--- config.mk ---
export PLATFORM = sky130hd
export DESIGN_NAME = mprs_win_ctrl
export DESIGN_NICKNAME = d
export VERILOG_FILES = /design/src/hw/rtl/mprs_pkg.sv /design/src/hw/rtl/mprs_win_ctrl.sv
export SDC_FILE = /design/constraint.sdc
export NUM_CORES = 1
export LEC_CHECK = 0
export BUFFER_PORTS_ARGS = -buffer_cell sky130_fd_sc_hd__buf_2
export CAP_MARGIN = 30
export CORE_MARGIN = 10
export CORE_UTILIZATION = 42
export CTS_BUF_LIST = sky130_fd_sc_hd__clkbuf_2 sky130_fd_sc_hd__clkbuf_4 sky130_fd_sc_hd__clkbuf_8
export DETAILED_ROUTE_END_ITERATION = 10
export HOLD_SLACK_MARGIN = 0.02
export PLACE_DENSITY = 0.65
export SLEW_MARGIN = 20
export SYNTH_ARGS = -nofsm -noshare
export SYNTH_HDL_FRONTEND = slang
export SYNTH_SLANG_ARGS = --single-unit
--- constraint.sdc ---
create_clock -name clk -period 3.9 [get_ports clk]
set_clock_uncertainty 0.15 [all_clocks]
set_input_delay 0.39 -clock clk [delete_from_list [all_inputs] [get_ports clk]]
set_output_delay 0.39 -clock clk [all_outputs]
set_load 0.05 [all_outputs]
--- src/hw/rtl/mprs_pkg.sv ---
// Shared types and constants for the max pool and ReLU stream unit.
package mprs_pkg;

	localparam int PIXEL_BITS    = 16;
	localparam int MAX_OUT_WIDTH = 1024;
	localparam int SLOT_BITS     = $clog2(MAX_OUT_WIDTH);
	localparam int ROW_BITS      = 16;
	localparam int POOL_BITS     = 4;
	localparam int WIDTH_BITS    = 11;
	localparam int VALUE_BITS    = 15;
	localparam int ADDR_BITS     = 4;

	localparam logic [POOL_BITS-1:0]  POOL_MAX    = 4'd8;
	localparam logic [WIDTH_BITS-1:0] WIDTH_LIMIT =
		(MAX_OUT_WIDTH > 1024) ? 11'd1024 : WIDTH_BITS'(MAX_OUT_WIDTH);

	// Register indexes on the configuration port
	localparam logic [1:0] REG_POOL_SIZE  = 2'd0;
	localparam logic [1:0] REG_OUT_WIDTH  = 2'd1;
	localparam logic [1:0] REG_OUT_HEIGHT = 2'd2;

	// Effective (clamped) configuration, already reduced to end counts
	typedef struct packed {
		logic [2:0]           pool_m1;
		logic [SLOT_BITS-1:0] width_m1;
		logic [ROW_BITS-1:0]  height_m1;
	} cfg_t;

	// Window position of one accepted pixel
	typedef struct packed {
		logic [SLOT_BITS-1:0] slot;
		logic [ROW_BITS-1:0]  row;
		logic                 first;
		logic                 emit;
		logic                 last;
	} win_info_t;

	// Datapath status seen by the top level
	typedef struct packed {
		logic v_s1;
		logic emit_s1;
		logic adv_s1;
	} dp_status_t;

endpackage

--- src/hw/rtl/mprs_win_ctrl.sv ---
// Window position counters advanced once per accepted pixel.
module mprs_win_ctrl (
	input  logic                  clk,
	input  logic                  arst_n,
	input  mprs_pkg::cfg_t        cfg,
	input  logic                  accept,
	output mprs_pkg::win_info_t   info
);

	logic [2:0]                     col_in_q;
	logic [2:0]                     row_in_q;
	logic [mprs_pkg::SLOT_BITS-1:0] wcol_q;
	logic [mprs_pkg::ROW_BITS-1:0]  wrow_q;
	logic                           col_end;
	logic                           row_end;
	logic                           wcol_end;
	logic                           wrow_end;

	// A counter at or past its end counts as at its end
	assign col_end  = col_in_q >= cfg.pool_m1;
	assign row_end  = row_in_q >= cfg.pool_m1;
	assign wcol_end = wcol_q >= cfg.width_m1;
	assign wrow_end = wrow_q >= cfg.height_m1;

	always_comb begin
		info.slot  = wcol_q;
		info.row   = wrow_q;
		info.first = (col_in_q == 3'd0) && (row_in_q == 3'd0);
		info.emit  = col_end && row_end;
		info.last  = wcol_end && wrow_end;
	end

	// Advance the nested counters on each transaction
	always_ff @(posedge clk or negedge arst_n) begin
		if (!arst_n) begin
			col_in_q <= 3'd0;
			row_in_q <= 3'd0;
			wcol_q   <= '0;
			wrow_q   <= '0;
		end else if (accept) begin
			if (!col_end) begin
				col_in_q <= col_in_q + 3'd1;
			end else begin
				col_in_q <= 3'd0;
				if (!wcol_end) begin
					wcol_q <= wcol_q + mprs_pkg::SLOT_BITS'(1);
				end else begin
					wcol_q <= '0;
					if (!row_end) begin
						row_in_q <= row_in_q + 3'd1;
					end else begin
						row_in_q <= 3'd0;
						wrow_q   <= wrow_end ? '0 : wrow_q + 16'd1;
					end
				end
			end
		end
	end

endmodule

Word level (Yosys, flattened, before mapping)
Index checks and enable logic that the tools add are counted.

word-level totals
  flip-flop bits (word level) = 32
  memory bits (writable) = 0
  memories = 0
  word-level logic and storage cells = 24
  bits in read-only memories = 0
  input port bits = 32
  output and inout port bits = 29
  bits in latches = 0

operators by class
  div/mod/pow operators = 0
  mux-type cells = 4
  bitwise logic cells = 0
  multipliers = 0
  reduce and logical (&&, ||, !) cells = 8
  shift operators = 0
  add/subtract/negate cells = 4
  equality and inequality tests = 0
  order comparisons = 4

operator list
  kind                                                              number
  16-bit by 1-bit adder with 16-bit output (second input constant)  1
  16-bit greater-or-equal comparator                                1
  16-bit two-way mux                                                1
  10-bit by 1-bit adder with 10-bit output (second input constant)  1
  10-bit greater-or-equal comparator                                1
  10-bit two-way mux                                                1
  3-bit by 1-bit adder with 3-bit output (second input constant)    2
  3-bit greater-or-equal comparator                                 2
  3-bit logical NOT                                                 2
  3-bit two-way mux                                                 2
  4-bit AND reduction                                               1
  1-bit logical AND                                                 3
  3-bit AND reduction                                               1
  2-bit AND reduction                                               1

Longest topological paths before layout
  depth after elaboration = 2
  mapped depth = 10
  mapped depth without buffers = 8

Least setup slack after synthesis
Ideal clock, no wire load.

  path type = flip-flop to output port
  from = reg wrow_q[0] (netlist name)
  to = out info[0] (netlist name)
  arrival = 2.339 ns
  cell stages (with the launch flop) = 9
  setup slack = 1.021 ns
  path buffers = 1
  data required time = 3.360 ns
  cells stage by stage = dfrtp_1 inv_1 ha_1 nand2b_4 a2111o_1 a31oi_1 o211ai_2 buf_2 and2_1

RTL lines
  item                      line                 RTL
  start: declaration        mprs_win_ctrl.sv:13  logic [mprs_pkg::ROW_BITS-1:0] wrow_q;
  start signal: assignment  mprs_win_ctrl.sv:53  wrow_q <= wrow_end ? '0 : wrow_q + 16'd1;
  end: declaration          mprs_win_ctrl.sv:7   output mprs_pkg::win_info_t info

==> out/results.txt <==
hold violation count in the final report -> 0
Highest Clock Rate -> 330 MHz
io pins -> 61
CTS sink cnt -> 32
Slew Limit Fails -> 0
core area -> 0.00592 mm^2
Detailed Route WL -> 6080 um
FFs w/ async S/R, synth -> 100%
Area contributors post-synth -> dfrtp_1 31%, ha_1 19%, inv_1 5.7%
Synth warnings -> 0
Max stage delay on crit path -> 400 ps
Finish-stage setup viols -> 0
Max IR drop VDD -> 0.000325 V
IO buf count -> 60
Worst Path Arrival -> 2490 ps
crit path buf inv count -> 2
Initial Util -> 43.2%
synthesis-to-layout area growth -> 17.9%
Iter 0 DRT Violations -> 83
Mapped Area -> 0.00256 mm^2
met1 Track Usage GR -> 16.0%
syn_area_per_cell -> 8.81 um^2
share of layout cells above drive strength 1 -> 22.7%
chip width -> 98.0 um
GR peak layer -> met2
Startpoint Class -> flop
Setup CP Type -> flop to output port
CTS tree -> built
EDFF count, synth -> 0
# diodes -> 0
Fillers -> 598
Final ANT Viol Nets -> 0
period utilization -> 77.7%
Synth top cells by count -> 39 x inv_1, 38 x ha_1, 32 x dfrtp_1
Critical-path top delay cell -> a2111o_1
Synth Net Count -> 360
clock latency on the worst-skew pair -> 290 ps
antenna violations before repair -> 0
min Tclk post-route -> 3030 ps
DR vias/cell -> 5.30
GRT Overall Usage -> 12.8%
top-count cell post-synth -> inv_1
RSZ-0062 raised after global routing -> false
Die Y -> 98.0 um
Top delay family on crit path -> compound AO/OA/AOI/OAI gates
post-cts sizing count -> 0
setup bufs post-CTS -> 0
GRT overflow -> 0
GR Layer Usage met3 -> 4.09%
htree depth -> 2
Mapped Cells -> 290
DIE AREA -> 0.00961 mm^2
Synth Flop Type -> dfrtp_1
Pwr Total -> 1100 uW
outcome -> finished, final reports clean
# DRC -> 0
critical path cell sequence -> inv_1 -> ha_1 -> nand2b_4 -> a2111o_1 -> a31oi_1 -> o211ai_2 -> and2_1 -> buf_2
DRT Pass-1 Iters -> 4
Worst Path Max Fanout -> 16
worst rel slew slack -> 51.5%
Worst Max-Slew Pin Slew -> 727 ps
synthesis-stage register bit count -> 32
hold-fix buffers at CTS -> 0
vias in the first global route -> 2310
CTS root buf -> clkbuf_8
sequential share of the synthesized area -> 31.3%
largest net degree at the start of global routing -> 33
met2 GRT Util -> 20.8%
maxcap violations -> 0
crit path capture type -> output port
TritonCTS buffer count -> 5
Core Util, Final -> 50.9%
HPWL Detailed -> 4900 um
Critical Path RT -> 3360 ps
row count -> 28
final setup TNS -> 0 ps
worst min-delay path class -> primary input to asynchronous set/reset pin
Synth cell types -> 47
clock slew seen by the registers of the worst setup and hold paths -> 70 ps
RD Place Congestion -> 0.815
first-pass GRT wire length -> 10700 um
nets@finish -> 421
Synth area leader -> dfrtp_1
clk buf depth -> 2
via count -> 2264
Yosys top cell area share -> 31.3%
routed len/inst -> 14.2 um
Pleak -> 0.00163 uW
worst hold slack -> 5.06 ps
Pwr per Cell Area -> 363 mW/mm^2
path summary, 6_finish.rpt:
kind / endpoint / depth (start not counted) / slack, ps / start
hold reg to reg: col_in_q[2] / 1 / 390 / col_in_q[2]
hold / removal: wrow_q[14] / 1 / 5 / arst_n
setup / recovery: info[0] / 8 / 870 / wrow_q[0]
setup reg to reg: wrow_q[0] / 8 / 1000 / wrow_q[0]
min in group clk: col_in_q[0] / 2 / 250 / accept
max in group asynchronous: wcol_q[9] / 1 / 3130 / arst_n
where the power goes:
part	internal, uW	total [uW]	switching [uW]
Combinational	118	351	233
Sequential	370	420	49.9
Clock	196	325	128
cell usage in the layout, fill, tap and decap left out, drive strengths merged, types with 9 or more instances in the layout:
cell type / instances
a21oi: 13
a22o: 10
dfrtp: 32
nand2: 21
buf: 61
o21ai: 28
nand3: 9
ha: 38
nand4: 9
inv: 39
nor2: 20
metal layers:
layer	wire (um)	up-vias
li1	-	1148
met1	2900	1049
met2	2680	60
met3	445	7
met4	60	0
met5	0	-
registers in the layout, summed over array words and instances, names as in the netlist:
name and flops:
wrow_q 16, row_in_q 3, wcol_q 10, col_in_q 3
metrics by stage:
| step | cell area, um^2 | setup WS [ps] | instances |
|---|---|---|---|
| 2_1_floorplan | 2560 | 1020 | 290 |
| 3_3_place_gp | 2900 | 955 | 419 |
| 3_5_place_dp | 2900 | 935 | 419 |
| 4_1_cts | 3010 | 836 | 427 |
| 5_1_grt | 3010 | 687 | 427 |
| 6_report | 3010 | 871 | 427 |
final cells by class:
class	instances	area (um^2)	area share (%)
Tap cell	75	93.8	3.11
Timing Repair Buffer	61	308	10.2
Clock buffer	6	76.3	2.53
Multi-Input combinational cell	212	1550	51.6
Sequential cell	32	801	26.6
Inverter	39	146	4.86
Clock inverter	2	35.0	1.16
worst register-to-register path, stage by stage, from the launching register on:
cell	delay [ps]
dfrtp_1	380
inv_1	80
ha_1	270
nand2b_4	130
a2111o_1	400
a31oi_1	170
o211ai_2	310
and2b_1	700
mux2_2	270
cells by family after synthesis:
kind of cell               share of synthesized area (%)
xor gates and xnor gates                            1.03
DFF                                                 31.3
and+or+nand+nor                                     20.7
AOI/OAI and AO/OA                                   19.6
muxes                                              0.832
adders and majority gates                           18.6
buffers and inverters                               7.88
No activity file was read; power rests on OpenSTA's default activity.
