[src/hw/rtl/mprs_pkg.sv]
// Shared types and constants for the max pool and ReLU stream unit.
package mprs_pkg;

	localparam int PIXEL_BITS    = 16;
	localparam int MAX_OUT_WIDTH = 1024;
	localparam int SLOT_BITS     = $clog2(MAX_OUT_WIDTH);
	localparam int ROW_BITS      = 16;
	localparam int POOL_BITS     = 4;
	localparam int WIDTH_BITS    = 11;
	localparam int VALUE_BITS    = 15;
	localparam int ADDR_BITS     = 4;

	localparam logic [POOL_BITS-1:0]  POOL_MAX    = 4'd8;
	localparam logic [WIDTH_BITS-1:0] WIDTH_LIMIT =
		(MAX_OUT_WIDTH > 1024) ? 11'd1024 : WIDTH_BITS'(MAX_OUT_WIDTH);

	// Register indexes on the configuration port
	localparam logic [1:0] REG_POOL_SIZE  = 2'd0;
	localparam logic [1:0] REG_OUT_WIDTH  = 2'd1;
	localparam logic [1:0] REG_OUT_HEIGHT = 2'd2;

	// Effective (clamped) configuration, already reduced to end counts
	typedef struct packed {
		logic [2:0]           pool_m1;
		logic [SLOT_BITS-1:0] width_m1;
		logic [ROW_BITS-1:0]  height_m1;
	} cfg_t;

	// Window position of one accepted pixel
	typedef struct packed {
		logic [SLOT_BITS-1:0] slot;
		logic [ROW_BITS-1:0]  row;
		logic                 first;
		logic                 emit;
		logic                 last;
	} win_info_t;

	// Datapath status seen by the top level
	typedef struct packed {
		logic v_s1;
		logic emit_s1;
		logic adv_s1;
	} dp_status_t;

endpackage

[src/hw/rtl/mprs_cfg_regs.sv]
// APB-style configuration registers with clamping to effective values.
module mprs_cfg_regs (
	input  logic                           clk,
	input  logic                           arst_n,
	input  logic                           psel,
	input  logic                           penable,
	input  logic                           pwrite,
	input  logic [mprs_pkg::ADDR_BITS-1:0] paddr,
	input  logic [31:0]                    pwdata,
	output logic [31:0]                    prdata,
	output logic                           pready,
	output mprs_pkg::cfg_t                 cfg
);

	logic [mprs_pkg::POOL_BITS-1:0]  pool_q;
	logic [mprs_pkg::WIDTH_BITS-1:0] width_q;
	logic [mprs_pkg::ROW_BITS-1:0]   height_q;
	logic [1:0]                      idx;
	logic                            wr_en;
	logic [mprs_pkg::POOL_BITS-1:0]  pool_eff;
	logic [mprs_pkg::WIDTH_BITS-1:0] width_eff;
	logic [mprs_pkg::ROW_BITS-1:0]   height_eff;

	assign pready = 1'b1;
	assign idx    = paddr[3:2];
	assign wr_en  = psel && penable && pwrite;

	// Capture register writes in the access phase
	always_ff @(posedge clk or negedge arst_n) begin
		if (!arst_n) begin
			pool_q   <= 4'd2;
			width_q  <= 11'd1;
			height_q <= 16'd1;
		end else if (wr_en) begin
			case (idx)
				mprs_pkg::REG_POOL_SIZE:  pool_q   <= pwdata[3:0];
				mprs_pkg::REG_OUT_WIDTH:  width_q  <= pwdata[10:0];
				mprs_pkg::REG_OUT_HEIGHT: height_q <= pwdata[15:0];
				default: ;
			endcase
		end
	end

	// Read back the raw register values
	always_comb begin
		case (idx)
			mprs_pkg::REG_POOL_SIZE:  prdata = {28'd0, pool_q};
			mprs_pkg::REG_OUT_WIDTH:  prdata = {21'd0, width_q};
			mprs_pkg::REG_OUT_HEIGHT: prdata = {16'd0, height_q};
			default:                  prdata = 32'd0;
		endcase
	end

	// Clamp to the supported ranges and form end counts
	always_comb begin
		if (pool_q == 4'd0)
			pool_eff = 4'd1;
		else if (pool_q > mprs_pkg::POOL_MAX)
			pool_eff = mprs_pkg::POOL_MAX;
		else
			pool_eff = pool_q;

		if (width_q == 11'd0)
			width_eff = 11'd1;
		else if (width_q > mprs_pkg::WIDTH_LIMIT)
			width_eff = mprs_pkg::WIDTH_LIMIT;
		else
			width_eff = width_q;

		height_eff = (height_q == 16'd0) ? 16'd1 : height_q;

		cfg.pool_m1   = 3'(pool_eff - 4'd1);
		cfg.width_m1  = mprs_pkg::SLOT_BITS'(width_eff - 11'd1);
		cfg.height_m1 = height_eff - 16'd1;
	end

endmodule

[config.mk]
export PLATFORM = sky130hd
export DESIGN_NAME = mprs_cfg_regs
export DESIGN_NICKNAME = d
export VERILOG_FILES = /design/src/hw/rtl/mprs_pkg.sv /design/src/hw/rtl/mprs_cfg_regs.sv
export SDC_FILE = /design/constraint.sdc
export NUM_CORES = 1
export LEC_CHECK = 0
export BUFFER_PORTS_ARGS = -buffer_cell sky130_fd_sc_hd__clkbuf_2
export CAP_MARGIN = 25
export CORE_UTILIZATION = 35
export CTS_BUF_LIST = sky130_fd_sc_hd__clkbuf_16
export CTS_CLUSTER_SIZE = 16
export DETAILED_ROUTE_END_ITERATION = 10
export HOLD_SLACK_MARGIN = 0.15
export PLACE_DENSITY = 0.71
export SYNTH_ARGS = -nofsm -noshare
export SYNTH_HDL_FRONTEND = slang
export SYNTH_SLANG_ARGS = --single-unit
[constraint.sdc]
create_clock -name clk -period 2.18 [get_ports clk]
set_input_delay 0.109 -clock clk [delete_from_list [all_inputs] [get_ports clk]]
set_output_delay 0.109 -clock clk [all_outputs]
set_load 0.01 [all_outputs]
# Yosys cells after proc, flatten, opt, wreduce, memory -nomap -nowiden
# Index checks and enable logic that the tools add are counted.
[classes] n_addsub=3 order_cmp=2 n_eq_ne=2 n_mux=6 n_reduce_logical=9
[op_table] operator="case mux 16 bit (3 select lines)" count=1
[op_table] operator="two-way mux 10 bit" count=2
[op_table] operator="zero test 16 bit" count=1
[op_table] operator="two-way mux 16 bit" count=1
[op_table] operator="subtractor 16 x 1 -> 16 bit (second input constant)" count=1
[op_table] operator="greater-than comparator 11 bit (second input constant)" count=1
[op_table] operator="zero test 11 bit" count=1
[op_table] operator="subtractor 10 x 1 -> 10 bit (second input constant)" count=1
[op_table] operator="two-way mux 3 bit" count=2
[op_table] operator="AND reduction 2 bit" count=3
[op_table] operator="greater-than comparator 4 bit (second input constant)" count=1
[op_table] operator="zero test 4 bit" count=1
[op_table] operator="subtractor 3 x 1 -> 3 bit (second input constant)" count=1
[op_table] operator="equality test 2 x 1 -> 1 bit (second input constant)" count=1
[op_table] operator="equality test 2 bit (second input constant)" count=1
[op_table] operator="logical AND 1 bit" count=2
[op_table] operator="zero test 2 bit" count=1
[totals] register_bits=31 input_bits=41 output_inout_bits=62 wordCells=25

# Longest topological paths before layout
# Gate-level depths: netlist (run 1).
[depth] word_depth=4 mapped_depth=9 ltp_nobuf=7

# Worst setup path after synthesis (run 1)
# OpenSTA, ideal clock, no wires.
[synth_timing] path_type="register to output" from="register height_q[8] in the netlist's numbering" to="output cfg[14] in the netlist's numbering" t_arrival_ns=2.209 t_required_ns=2.071 setup_slack_ns=-0.138 path_stages_with_launch=8 n_path_buf=0 cell_sequence="dfrtp_1 > nor4_1 > and3_1 > a21oi_1 > ha_1 > nor3b_1 > nand4_1 > xnor2_1"
[synth_lines] element="start, declared" line="mprs_cfg_regs.sv:17" rtl="logic [mprs_pkg::ROW_BITS-1:0] height_q;"
[synth_lines] element="start signal, assigned" line="mprs_cfg_regs.sv:38" rtl="mprs_pkg::REG_OUT_HEIGHT: height_q <= pwdata[15:0];"
[synth_lines] element="end, declared" line="mprs_cfg_regs.sv:12" rtl="output mprs_pkg::cfg_t cfg"

==> results of run 1 <==
## layer usage
metal | wire length (um) | vias to the layer above
li1 | - | 990
met1 | 2660 | 1002
met3 | 283 | 9
met4 | 76 | 0
met2 | 2880 | 74
met5 | 0 | -
## cells by family (layout without fill, tap and decap cells)
family | count (synthesis) | count (layout) | synth area share [%]
other cells | 2 | 17 | 0.351
flops | 31 | 31 | 36.5
fa+ha+maj | 3 | 3 | 1.76
simple gates | 65 | 65 | 17.0
mux | 37 | 37 | 19.3
compound gates | 34 | 34 | 12.1
buf+inv | 32 | 137 | 9.07
xor+xnor | 10 | 10 | 4.10
## Yosys cell counts, drive strengths merged, types with 2 or more instances
cell	number	share of area (%)
o21ai	9	2.3
nor2b	3	0.88
or3	2	0.64
nand2b	2	0.59
ha	3	1.8
clkbuf	6	1.1
nor3	4	0.94
nand2	11	1.9
a22o	7	2.9
xor2	3	1.2
or4	4	1.6
dfstp	3	3.7
xnor2	7	2.9
nor2	11	1.9
a21oi	2	0.47
conb	2	0.35
nand3b	2	0.70
mux2	33	17
buf	21	7.1
and2	5	1.5
a21o	2	0.70
mux2i	4	1.9
inv	4	0.70
nor4	7	2.0
a211oi	2	0.70
nand3	6	1.4
nor3b	3	1.3
nand4	3	0.88
o31ai	2	0.70
dfrtp	28	33
## layout make-up
class / count / area (um2) / share of cell area [%]
Clock inverter: 3 / 38.8 / 1.19
Timing Repair Buffer: 124 / 810 / 24.9
Clock buffer: 5 / 125 / 3.85
Sequential cell: 31 / 782 / 24.0
Tap cell: 75 / 93.8 / 2.88
Multi-Input combinational cell: 166 / 1390 / 42.6
Inverter: 5 / 18.8 / 0.577
## cells in the final DEF, fill, tap and decap left out, types with 4 or more instances in the layout
master	synthesis	routed
a22o_1	7	7
and2_1	5	5
buf_2	2	8
buf_4	19	39
clkbuf_16	0	5
clkbuf_2	0	59
conb_1	2	17
dfrtp_1	28	26
dlygate4sd3_1	0	17
inv_1	4	4
mux2_2	33	33
mux2i_1	4	4
nand2_1	11	11
nand3_1	6	4
nor2_1	11	11
o21ai_0	8	7
or4_4	1	4
xnor2_1	7	4
## registers in the layout, indices dropped and copies added, names as in the netlist
register	flops
height_q	16
pool_q	4
width_q	11
## power by group through the flow
stage	clock network, mW	logic (mW)	registers, mW
global placement	0	1.32	0.836
global route	0.831	1.67	0.876
floorplan	0	0.749	0.874
finish	0.785	1.54	0.857
CTS	0.799	1.47	0.856
detailed placement	0	1.34	0.842
## critical path, delay by kind of cell, from the launching register on
family / cells / cell delay [ps]
buffers and inverters: 1 / 160
adders and majority gates: 1 / 150
AOI/OAI and AO/OA: 1 / 150
xor gates and xnor gates: 1 / 190
DFF: 1 / 400
and+or+nand+nor: 4 / 800
## how the worst max path moves through the flow
stage / cells after the start / end / startpoint
2_1_floorplan: 9 / cfg[24] / width_q[2]$_DFFE_PN0P_
3_5_place_dp: 8 / cfg[6] / height_q[15]$_DFFE_PN0P_
4_1_cts: 7 / cfg[20] / width_q[5]$_DFFE_PN0P_
6_report: 8 / cfg[12] / height_q[7]$_DFFE_PN0P_
3_3_place_gp: 8 / cfg[24] / width_q[7]$_DFFE_PN0P_
5_1_grt: 8 / cfg[12] / height_q[7]$_DFFE_PN0P_
## what timing repair did
action,in CTS,in global routing
gates resized for setup,15,18
hold endpoints to repair,59,0
pin swaps,17,9
setup buffers,6,3
setup endpoints to repair,11,12
hold buffers,17,0
## through the flow
| step | area (um2) | TNS, ps | total power, mW | util, % | std cells |
|---|---|---|---|---|---|
| after floorplan | 2220 | 0 | 1.62 | - | 229 |
| after global placement | 2710 | 0 | 2.15 | 45.7 | 375 |
| after detailed placement | 2710 | 0 | 2.18 | 45.7 | 375 |
| after CTS | 3170 | -162 | 3.13 | 53.6 | 406 |
| after global routing | 3250 | -739 | 3.38 | 54.9 | 409 |
| final | 3250 | -173 | 3.18 | 54.9 | 409 |
==> impl_results.md, run 1 <==
* Status: complete, but fails checks
* Failing checks: negative setup slack
* Pwr/cell area at 977 mW/mm2
* Critical Path AT at roughly 2100 ps
* Slew @ Worst Pin at 788 ps
* Fraction of layout cells with a size suffix above 1 at between 50% and 60%
* Global routing usage on met1 at 24.5%
* Via count at 2075
* Cts bufs inserted at 5
* Clock Latency Late Sink at between 200 and 300 ps
* Clk network pwr share at between 20% and 30%
* Die height at 80.2 um
* CP Max Fanout at 6
* Syn-to-layout area delta at 52.1%
* Largest net degree at the start of global routing at 32
* Worst-path clk slew at 50 ps
* Die area at 0.00643 mm2
* Worst-path cell chain: nor4_4, and3_4, a21oi_4, ha_4, nor3b_4, nand3_2, xnor2_2, buf_2
* Finish-stage setup viols at 5
* Starting Density at 36.1%
* Std-Cell Core Area at ~0.0059 mm2
* Syn_area_per_cell at 9.99 um2
* Psw at approximately 1.1 mW
* DRT iter0 DRCs at approximately 110
* Final RePlAce weighted congestion at roughly 0.85
* Antenna diodes at 0
* Crit path max-delay cell type: dfrtp_1
* Synth Register Bits at 31
* Max-slew headroom at approximately 47%
* Leakage at roughly 1.5 nW
* Final Max Slew Viols at 0
* Post-synth top flop: dfrtp_1
* Reg2Reg Setup Slack at about 1200 ps
* Clk buf depth at 2
* Post-Synthesis Cells at roughly 210
* Hold Slack at ~390 ps
* Post-DP HPWL at ~4300 um
* Vias in the first global route at about 1900
* Post-synth cell types at between 40 and 50
* Wire length per cell at between 10 and 15 um
* Total Routing Usage GR at 19.0%
* CP required at 2070 ps
* CTS tree: built
* DRC Markers at 0
* R2r endpoint: height_q[4]$_DFFE_PN0P_
* Switching share of power at 36.1%
* Vias per cell at ~5.1
* First-pass GRT wire length at between 9000 and 10000 um
* Global route total overflow at 0
* Synth Cell Area at between 0.002 and 0.0025 mm2
* Hold Startpoint: paddr[3]
* Met2 usage at 30.9%
* Met3 Use GR at under 10%
* Comb power frac at about 48%
* Die outline width at about 80 um
* Hold EP: width_q[2]$_DFFE_PN0P_
* Worst setup EP type: output port
* # IOs at 103
* Drt total wl at 5900 um
* Root Buffer Master: clkbuf_16
* Number of max-cap violations at 0
* Sequential Power Share at between 20% and 30%
* Number of synthesized flops with an enable pin at 0
* HP Class: input port to flip-flop
* Pre-Repair DR Iteration Count at 4
* Clock Sinks at 31
* Port-buffer cells at 67
* Ys async rst share at between 90% and 100%
* Final-layout fill cell count at roughly 520
* Startpoint Class: flip-flop
* Depth of the worst register-to-register path at 2
* Max stage delay on crit path at around 400 ps
* Worst Setup Slack, final at -71.0 ps
* Reg2reg start: height_q[4]$_DFFE_PN0P_
* Nets at between 300 and 400
* H-tree levels at 2
* Critical path class: flip-flop to output port
* Clock Skews at 0 ps
* Detail Route Antenna Nets at 0
* Register area share after synthesis at 36.5%
* Final period utilization at 103%
* Max VDD drop at roughly 0.00058 V
* Cell row count at 28
* Initial antenna violation count at 0
* Hold path depth at 3
* Max Clk Rate at between 0.4 and 0.5 GHz
* Hold Fails Final Rpt at 0
* Int Power at slightly above 2 mW
* Dpl ws at around 30 ps
* Tmin final at roughly 2300 ps
* RSZ-0062 raised after global routing: true
* Synth warnings at 0
* Gr busiest metal: met2
No activity file was read; power rests on OpenSTA's default activity.
==> inputs of run 2 (changes only) <==
--- a/config.mk
+++ b/config.mk
@@ -7,6 +7,7 @@
 export LEC_CHECK = 0
 export BUFFER_PORTS_ARGS = -buffer_cell sky130_fd_sc_hd__clkbuf_2
 export CAP_MARGIN = 25
+export CORE_MARGIN = 10
 export CORE_UTILIZATION = 35
 export CTS_BUF_LIST = sky130_fd_sc_hd__clkbuf_16
 export CTS_CLUSTER_SIZE = 16
==> impl_results.md, run 2 (synthesized netlist as in run 1, its figures left out) <==
* Clock Sinks at 31
* Routed length on met1 at between 2000 and 3000 um
* DR top layer: met4
* Vias in the first global route at 2138
* DRT iter0 DRCs at 94
* Total Routing Usage GR at about 14%
* Max reg flops at 16
* CTS tree: built
* Leakage at 1.55 nW
* Final Max Slew Viols at 0
* Finish-stage setup viols at 7
* Clk network pwr share at roughly a quarter
* Comb power frac at between 40% and 50%
* Slew @ Worst Pin at between 700 and 800 ps
* Int Power at ~2.1 mW
* Die outline width at roughly 100 um
* CP Max Fanout at 6
* Die height at just under 100 um
* Worst setup EP type: output port
* # IOs at about 100
* First-pass GRT wire length at between 10000 and 15000 um
* Failing checks: negative setup slack
* Cts bufs inserted at 5
* Via count at approximately 2100
* Seq. cell area at roughly 800 um2
* Fraction of layout cells with a size suffix above 1 at 53.6%
* Crit path max-delay cell type: dfrtp_1
* Wire length per cell at between 15 and 20 um
* Detail Route Antenna Nets at 0
* Biggest register: height_q
* Port-buffer cells at 67
* Post-DP HPWL at around 5000 um
* CP delay by family, top: simple AND/OR/NAND/NOR gates
* Startpoint Class: flip-flop
* Status: complete, but fails checks
* Root Buffer Master: clkbuf_16
* Worst-path clk slew at 50 ps
* RSZ-0062 raised after global routing: true
* Syn-to-layout area delta at 55.6%
* Initial antenna violation count at 0
* Final-layout fill cell count at between 400 and 500
* Buf/Inv on CP at 1
* Final setup TNS at -316 ps
* Sequential Power Share at between 20% and 30%
* Pre-Repair DR Iteration Count at 4
* Critical path class: flip-flop to output port
* Psw at roughly 1.2 mW
* Number of max-cap violations at 0
* Hold Fails Final Rpt at 0
* Vias per cell at a little over 5
* Total power at between 3 and 4 mW
* Clock Skews at 0 ps
* Largest net degree at the start of global routing at 32
* Global route total overflow at 0
* Nets at roughly 380
* Clk buf depth at 2
* Critical Path AT at ~2200 ps
* Met2 Routed Length at approximately 3400 um
* Largest registers: height_q (16), width_q (11), pool_q (4)
* Finished Core Util at between 50% and 60%
* Die area at 0.00964 mm2
* Met3 wire len at approximately 540 um
* Max Clk Rate at around 0.44 GHz
* Max VDD drop at between 0.0004 and 0.0005 V
* HP Class: input port to flip-flop
* Drt total wl at slightly below 7000 um
* Area of the multi-input gates at approximately 0.0014 mm2
* Switching share of power at between 30 and 40%
* Pwr/cell area at approximately 990 mW/mm2
* Hold Slack at between 400 and 500 ps
* Cell row count at 28
* CP required at 2070 ps
* Worst Setup Slack, final at -91.9 ps
* Std-Cell Core Area at 0.00592 mm2
* Max-slew headroom at a little under half
* Antenna diodes at 0
* Clock Latency Late Sink at around 280 ps
* Final period utilization at 104%
* Tmin final at 2270 ps
* Starting Density at 36.1%
* Final RePlAce weighted congestion at just under 0.9
* Max stage delay on crit path at 400 ps
* Most common cell after layout, fill and taps aside: clkbuf_2
* H-tree levels at 2
* Worst-path cell chain: nor4_4, and3_4, a21oi_4, ha_4, nor3b_4, nand4_1, xnor2_1, buf_2
* Most frequent cells in the layout: clkbuf_2 (56), buf_4 (38), mux2_2 (33), dfrtp_1 (28)
* DRC Markers at 0
run 2: cell types whose count changed in the layout (fill, tap and decap cells not counted), moves of 2 or more:
cell / change
buf_6: +5
clkbuf_2: -3
dfrtp_1: +2
dfrtp_2: -2
nor4_1: -2
run 2: final timing paths:
path                                         startpoint                       end  slack [ps]  cells after the start
min in group asynchronous                        arst_n  height_q[14]$_DFFE_PN0P_         440                      2
worst min register to register    pool_q[0]$_DFFE_PN0P_     pool_q[0]$_DFFE_PN0P_         570                      1
worst min-delay path                           paddr[3]     pool_q[2]$_DFFE_PN0P_         430                      3
max in group asynchronous                        arst_n   height_q[6]$_DFFE_PN0P_        1240                      2
worst max-delay path            height_q[6]$_DFFE_PN0P_                   cfg[14]         -90                      8
worst max register to register   width_q[6]$_DFFE_PN0P_    width_q[6]$_DFFE_PN0P_        1160                      3
run 2: worst reg2reg max path, stage by stage, from the launching register on:
cell and delay (ps):
dfrtp_1 370, buf_4 130, buf_4 150, mux2_2 250
run 2: power groups by stage:
stage | combinational (mW) | sequential, mW | clock, mW
after CTS | 1.54 | 0.852 | 0.794
final | 1.64 | 0.862 | 0.788
after global placement | 1.37 | 0.825 | 0
after detailed placement | 1.39 | 0.830 | 0
after floorplan | 0.749 | 0.874 | 0
after global routing | 1.78 | 0.879 | 0.821
run 2: layer usage:
metal | vias up | global-route usage [%]
li1 | 989 | -
met1 | 1003 | 16.0
met2 | 84 | 23.1
met3 | 10 | 5.07
met4 | 0 | 3.97
met5 | - | 0
run 2: layout make-up:
| type | instances | area share (%) |
|---|---|---|
| Inverter | 5 | 0.564 |
| Clock buffer | 5 | 3.76 |
| Multi-Input combinational cell | 166 | 42.8 |
| Sequential cell | 31 | 23.4 |
| Clock inverter | 3 | 1.17 |
| Tap cell | 75 | 2.82 |
| Timing Repair Buffer | 126 | 25.5 |
run 2: stage by stage:
stage,setup slack [ps],cells,cell area [um2]
after floorplan,4.95,229,2220
final,-91.9,411,3330
after CTS,-88.5,407,3200
after global routing,-202,411,3330
after detailed placement,50.6,377,2720
after global placement,59.6,377,2720
run 2: repair_timing:
action / CTS / global route
hold buffers: 17 / 0
pin swaps: 19 / 17
hold endpoints to repair: 59 / 0
setup endpoints to repair: 13 / 13
gates resized for setup: 19 / 27
buffers inserted: 5 / 4
